**config.mk**
```make
export PLATFORM = sky130hd
export DESIGN_NAME = ctf_back_flat
export DESIGN_NICKNAME = d
export VERILOG_FILES = /design/src/rtl/complementary_tilt_filter_macros.svh /design/src/rtl/ctf_pkg.sv /design/src/rtl/ctf_out_if.sv /design/src/rtl/ctf_back.sv /design/src/flat_wrapper.sv
export SDC_FILE = /design/constraint.sdc
export NUM_CORES = 2
export LEC_CHECK = 0
export BUFFER_PORTS_ARGS = -buffer_cell sky130_fd_sc_hd__buf_2
export CORE_MARGIN = 2
export CORE_UTILIZATION = 50
export DETAILED_ROUTE_END_ITERATION = 10
export PLACE_DENSITY_LB_ADDON = 0.08
export SYNTH_ARGS = -nofsm -noshare
export SYNTH_HDL_FRONTEND = slang
export SYNTH_SLANG_ARGS = --single-unit
export TNS_END_PERCENT = 100
```
**constraint.sdc**
```tcl
create_clock -name i_clk -period 22 [get_ports i_clk]
set_input_delay 4.4 -clock i_clk [delete_from_list [all_inputs] [get_ports i_clk]]
set_output_delay 4.4 -clock i_clk [all_outputs]
set_load 0.01 [all_outputs]
```
**src/rtl/complementary_tilt_filter_macros.svh**
```systemverilog
// assertion helpers used by the queue
`ifndef COMPLEMENTARY_TILT_FILTER_MACROS_SVH
`define COMPLEMENTARY_TILT_FILTER_MACROS_SVH

// same-cycle implication, checked while out of reset
`define CTF_ASSERT_IMP(lbl, clk, rst_n, ante, cons, msg) \
    lbl: assert property (@(posedge clk) disable iff (!rst_n) (ante) |-> (cons)) \
        else $error(msg);

// next-cycle implication, checked while out of reset
`define CTF_ASSERT_NXT(lbl, clk, rst_n, ante, cons, msg) \
    lbl: assert property (@(posedge clk) disable iff (!rst_n) (ante) |=> (cons)) \
        else $error(msg);

`endif

```
**src/rtl/ctf_pkg.sv**
```systemverilog
package ctf_pkg;

    // angle format and widths
    localparam int ANG_W   = 32;
    localparam int SMP_W   = 16;
    localparam int COEF_W  = 16;
    localparam int SCALE_W = 32;
    localparam int AR_W    = 49;   // coefficient times raw tilt
    localparam int CX_W    = 36;   // cordic x and y datapath
    localparam int ACC_W   = 52;   // filter accumulate width before saturation
    localparam int ATAN_N  = 28;

    localparam logic signed [ANG_W-1:0] HALF_PI_Q28 = 32'sd421657428;

    // rounded atan(2^-i) in q4.28
    localparam logic signed [ANG_W-1:0] ATAN_Q28 [0:ATAN_N-1] = '{
        32'sd210828714, 32'sd124459457, 32'sd65760959, 32'sd33381290,
        32'sd16755422,  32'sd8385879,   32'sd4193963,  32'sd2097109,
        32'sd1048571,   32'sd524287,    32'sd262144,   32'sd131072,
        32'sd65536,     32'sd32768,     32'sd16384,    32'sd8192,
        32'sd4096,      32'sd2048,      32'sd1024,     32'sd512,
        32'sd256,       32'sd128,       32'sd64,       32'sd32,
        32'sd16,        32'sd8,         32'sd4,        32'sd2
    };

    // configuration register map
    localparam int CFG_IDX_W = 1;
    localparam int CFG_DAT_W = 32;
    typedef enum logic [CFG_IDX_W-1:0] {
        REG_FILTER_COEF = 1'b0,
        REG_GYRO_SCALE  = 1'b1
    } t_cfg_reg;

    // one imu sample
    typedef struct packed {
        logic signed [SMP_W-1:0] accel_y;
        logic signed [SMP_W-1:0] accel_z;
        logic signed [SMP_W-1:0] gyro_rate;
    } t_smp;

    // one result
    typedef struct packed {
        logic signed [ANG_W-1:0] raw_tilt;
        logic signed [ANG_W-1:0] integrated_angle;
        logic signed [ANG_W-1:0] low_passed;
        logic signed [ANG_W-1:0] high_passed;
        logic signed [ANG_W-1:0] fused_angle;
    } t_res;

    // classified item handed from front to back
    typedef struct packed {
        logic signed [ANG_W-1:0] raw_tilt;
        logic signed [AR_W-1:0]  coef_raw;
        logic        [ANG_W-1:0] inc;
    } t_fq_item;

    // queue status seen by the back end
    typedef struct packed {
        logic     valid;
        t_fq_item item;
    } t_q_head;

    // clamp a wide signed value to the 32 bit angle range
    function automatic logic signed [ANG_W-1:0] sat_ang(input logic signed [ACC_W-1:0] v);
        logic signed [ACC_W-1:0] hi;
        logic signed [ACC_W-1:0] lo;
        hi = ACC_W'(32'sh7FFF_FFFF);
        lo = ACC_W'(-33'sd2147483648);
        if (v > hi) begin
            return 32'sh7FFF_FFFF;
        end else if (v < lo) begin
            return 32'sh8000_0000;
        end
        return v[ANG_W-1:0];
    endfunction

endpackage

```
**src/rtl/ctf_out_if.sv**
```systemverilog
interface ctf_out_if;
    logic          valid;
    logic          ready;
    ctf_pkg::t_res data;

    modport source (output valid, output data, input ready);
    modport sink (input valid, input data, output ready);
endinterface

```
**src/rtl/ctf_back.sv**
```systemverilog
module ctf_back (
    input  logic                        i_clk,
    input  logic                        i_rst_n,
    input  ctf_pkg::t_q_head            i_head,
    input  logic [ctf_pkg::COEF_W-1:0]  i_coef,
    output logic                        o_pop,
    ctf_out_if.source                   o_res
);

    localparam int AW = ctf_pkg::ANG_W;
    localparam int CW = ctf_pkg::ACC_W;
    localparam int MW = 50;

    // filter state, also the payload of the first back stage
    logic                 r_a_valid;
    logic signed [AW-1:0] r_lp;
    logic signed [AW-1:0] r_hp;
    logic        [AW-1:0] r_integ;
    logic signed [AW-1:0] r_a_raw;

    // output stage
    logic                 r_o_valid;
    ctf_pkg::t_res        r_o_data;

    logic                 ready_b;
    logic                 ready_a;

    assign ready_b = !r_o_valid || o_res.ready;
    assign ready_a = !r_a_valid || ready_b;
    assign o_pop   = i_head.valid && ready_a;

    // filter update
    logic        [16:0]   ka;
    logic signed [MW-1:0] p_lp;
    logic signed [MW-1:0] p_hp;
    logic signed [CW-1:0] s_lp;
    logic signed [CW-1:0] s_hp;
    logic signed [AW-1:0] n_lp;
    logic signed [AW-1:0] n_hp;
    logic        [AW-1:0] n_integ;

    always_comb begin
        ka      = 17'(18'd65536 - {2'b00, i_coef});
        p_lp    = MW'($signed({1'b0, ka})) * MW'(r_lp);
        p_hp    = MW'($signed({1'b0, ka})) * MW'(r_hp);
        s_lp    = (CW'(p_lp) + CW'(i_head.item.coef_raw) + CW'(32'sd32768)) >>> 16;
        s_hp    = ((CW'(p_hp) + CW'(32'sd32768)) >>> 16) + CW'($signed(i_head.item.inc));
        n_lp    = ctf_pkg::sat_ang(s_lp);
        n_hp    = ctf_pkg::sat_ang(s_hp);
        n_integ = r_integ + i_head.item.inc;
    end

    always_ff @(posedge i_clk) begin
        if (!i_rst_n) begin
            r_a_valid <= 1'b0;
            r_o_valid <= 1'b0;
            r_lp      <= '0;
            r_hp      <= '0;
            r_integ   <= '0;
        end else begin
            if (o_pop) begin
                r_a_valid <= 1'b1;
                r_lp      <= n_lp;
                r_hp      <= n_hp;
                r_integ   <= n_integ;
            end else if (ready_b) begin
                r_a_valid <= 1'b0;
            end
            if (ready_b) begin
                r_o_valid <= r_a_valid;
            end
        end
    end

    // payload registers
    always_ff @(posedge i_clk) begin
        if (o_pop) begin
            r_a_raw <= i_head.item.raw_tilt;
        end
        if (ready_b && r_a_valid) begin
            r_o_data.raw_tilt         <= r_a_raw;
            r_o_data.integrated_angle <= r_integ;
            r_o_data.low_passed       <= r_lp;
            r_o_data.high_passed      <= r_hp;
            r_o_data.fused_angle      <= ctf_pkg::sat_ang(CW'(r_lp) + CW'(r_hp));
        end
    end

    assign o_res.valid = r_o_valid;
    assign o_res.data  = r_o_data;

endmodule

```
**src/flat_wrapper.sv**
```systemverilog
// flat-port wrapper written by rule: the top's interface ports become plain ports
module ctf_back_flat 
  (i_clk, i_rst_n, i_head, i_coef, o_pop, o_res_valid, o_res_data, o_res_ready);
  ctf_out_if o_res_i ();
  input  logic i_clk;
  input  logic i_rst_n;
  input  ctf_pkg::t_q_head i_head;
  input  logic [ctf_pkg::COEF_W-1:0] i_coef;
  output logic o_pop;
  output wire logic [$bits(o_res_i.valid)-1:0] o_res_valid;
  output wire logic [$bits(o_res_i.data)-1:0] o_res_data;
  input wire logic [$bits(o_res_i.ready)-1:0] o_res_ready;
  assign o_res_valid = o_res_i.valid;
  assign o_res_data = o_res_i.data;
  assign o_res_i.ready = o_res_ready;
  ctf_back u_core (.i_clk(i_clk), .i_rst_n(i_rst_n), .i_head(i_head), .i_coef(i_coef), .o_pop(o_pop), .o_res(o_res_i));
endmodule
```
==> run_results.csv <==
group,metric,value,unit
synth,ys_types,81,
routing,wl,140000,um
timing,tns,0,ns
clocking,post_cts_buffers,0,
timing,finalSetupViolCount,0,
clocking,cts_tree,"done",
timing,fin_ws,6.47,ns
routing,wire_per_inst,19.3,um
placed_design,place_ws,5.95,ns
floorplan,coreArea,107000,sq um
clocking,clock_latency,0.62,ns
synth,ys_seq_area_frac,0.144,
global_routing,grt_pass1_wl,226000,um
cells_and_area,nNetsFinal,7448,
synth,synth_top_cell_by_area,"fa_1",
routing,drtAntennaViolNets,0,
routing,firstDrtPassIters,5,
critical_path,critPathKind,"in2reg",
clocking,hold_buffers,0,
critical_path,start_kind,"input pin",
clocking,cts_buffer_depth,3,
critical_path,required,22.47,ns
clocking,ctsHtreeMaxLevel,2,
cells_and_area,syn2layout_area_growth,8.06,%
synth,async_flop_share,0,
synth,synth_edf_count,192,
routing,drcViolationCount,0,
floorplan,io_pins,295,
global_routing,grt_max_degree,71,
clocking,root_buffer,"clkbuf_16",
synth,syn-mean-instance-area,9.55,sq um
critical_path,cp_common_cell,"fa_1",
synth,syn_nets,7279,
placed_design,dp_hpwl,107000,um
floorplan,die_h,332,um
min_path,hp-class,"reg2reg",
routing,via_per_inst,5.32,
timing,worst_pin_slew,1.10,ns
run_status,run_status,"finished clean",
routing,drt-initial-drc-count,2123,
critical_path,cpPeakStageDelay,0.58,ns
global_routing,grt_pass1_vias,40700,
timing,period_minus_slack,15.53,ns
placed_design,portBuffers,294,
critical_path,cp-end-kind,"flop",
clocking,numCtsBuffers,38,
global_routing,antenna_found_initial,3,
timing,finalCritPeriodShare,0.706,
synth,yosysWarnings,0,
cells_and_area,drive_above_1_share,0.0835,
placed_design,gp_congestion,0.852,
synth,synth.most_common_cell,"inv_1",
synth,synth_top_area_share,0.411,
critical_path,worst-path-max-fanout,33,
timing,hold_viol_final,0,
synth,synth_area_leaders,"fa_1, edfxtp_1, ha_1",
floorplan,start_util,0.503,
timing,fmax,0.0644,GHz
synth,syn_area,53700,sq um
floorplan,die-area,110000,sq um
timing,finClkSkew,0.0259,ns
clocking,cts_resized,0,
global_routing,overflow,0,
synth,syn_inst,5624,
critical_path,crit_slowest_cell,"or4_1",
synth,synth_ff_type,"edfxtp_1",
critical_path,cp.arrival,16.00,ns
timing,rsz0062_at_grt,"false",
global_routing,grt_usage,0.263,
clocking,path_clk_slew,0.06,ns
synth,synth_common_cells,"inv_1, fa_1, nand2_1",
clocking,cts_sinks,290,
timing,relSlewSlack,0.264,
routing,num_vias,38500,
floorplan,die_w,332,um
floorplan,core.rowCount,120,
synth,ys_ff_latch,290,
run,maxCapViolations,0,
timing,maxSlewViolCount,0,
-- state kept, by name (all words and copies together) (netlist names) --
| name | cells |
|---|---|
| u_core.r_hp | 32 |
| u_core.r_a_valid | 1 |
| u_core.o_res.data | 160 |
| u_core.o_res.valid | 1 |
| u_core.r_lp | 32 |
| u_core.r_a_raw | 32 |
| u_core.r_integ | 32 |
-- metal layers --
layer  routed length (um)  part of all wire  GRT usage  vias to the layer above
met5                    0                 0          0                        -
met4                 4250             0.030     0.0778                        0
met3                 6510             0.047     0.0292                      165
met2                71000              0.51      0.464                      913
met1                57900              0.41      0.342                    19900
li1                     -                 -          -                    17500
-- worst max-delay path, delay by kind of cell --
kind | cells | cell delay, ns
fa+ha+maj | 8 | 3.64
simple gates | 11 | 2.66
buf+inv | 5 | 0.86
xor+xnor | 3 | 0.66
compound gates | 17 | 3.73
-- stage by stage --
stage / instance area [sq um] / cells / hold slack [ns] / utilization
6_report: 58100 / 7226 / 0.414 / 0.544
5_1_grt: 58100 / 7225 / 0.422 / 0.544
4_1_cts: 58000 / 7223 / 0.416 / 0.544
3_5_place_dp: 56800 / 7156 / 0.405 / 0.532
3_3_place_gp: 56800 / 7156 / 0.400 / 0.532
2_1_floorplan: 53700 / 5624 / 0.400 / -
-- cell usage in the layout, fill, tap and decap left out, types with 40 or more instances in the layout --
cell type  instances
a21o_1            80
a21oi_1          172
and2_1           417
and3_1            40
buf_2            293
buf_4             89
dfxtp_1           98
edfxtp_1         192
fa_1            1102
ha_1             419
inv_1           1254
nand2_1          772
nand2b_1          42
nor2_1            84
o21ai_0          106
xnor2_1           87
xor2_1            58
-- cell families after synthesis --
family / count (synthesis) / share of synthesized area
AO/OA/AOI/OAI: 607 / 0.0759
XOR/XNOR: 159 / 0.0262
adder cells (fa/ha/maj): 1528 / 0.510
buffers and inverters: 1508 / 0.106
flip-flops: 290 / 0.144
multiplexers: 2 / 0.000373
AND/OR/NAND/NOR: 1530 / 0.138
-- worst paths after layout --
| check | endpoint | from | slack, ns | cells after the start |
|---|---|---|---|---|
| worst min register to register | u_core.o_res.data[143] | u_core.r_a_raw[15] | 0.41 | 0 |
| worst max register to register | u_core.r_hp[1] | u_core.r_hp[9] | 11.58 | 38 |
| worst max-delay path | u_core.r_hp[1] | i_coef[2] | 6.47 | 44 |
| worst min-delay path | u_core.o_res.data[143] | u_core.r_a_raw[15] | 0.41 | 0 |
-- final cells by class --
type                    count  area (sq um)
fillers                  9913         48700
multi-input cells        3826         40500
flip-flops and latches    290          7730
inverters                1255          4710
repair buffers            382          2130
well taps                1403          1760
clock buffers              46           991
clock inverters            21           251
diodes                      3          7.51
Power is not shown: default switching activity piles up to over one toggle a cycle in this logic, so the estimate is an artifact.
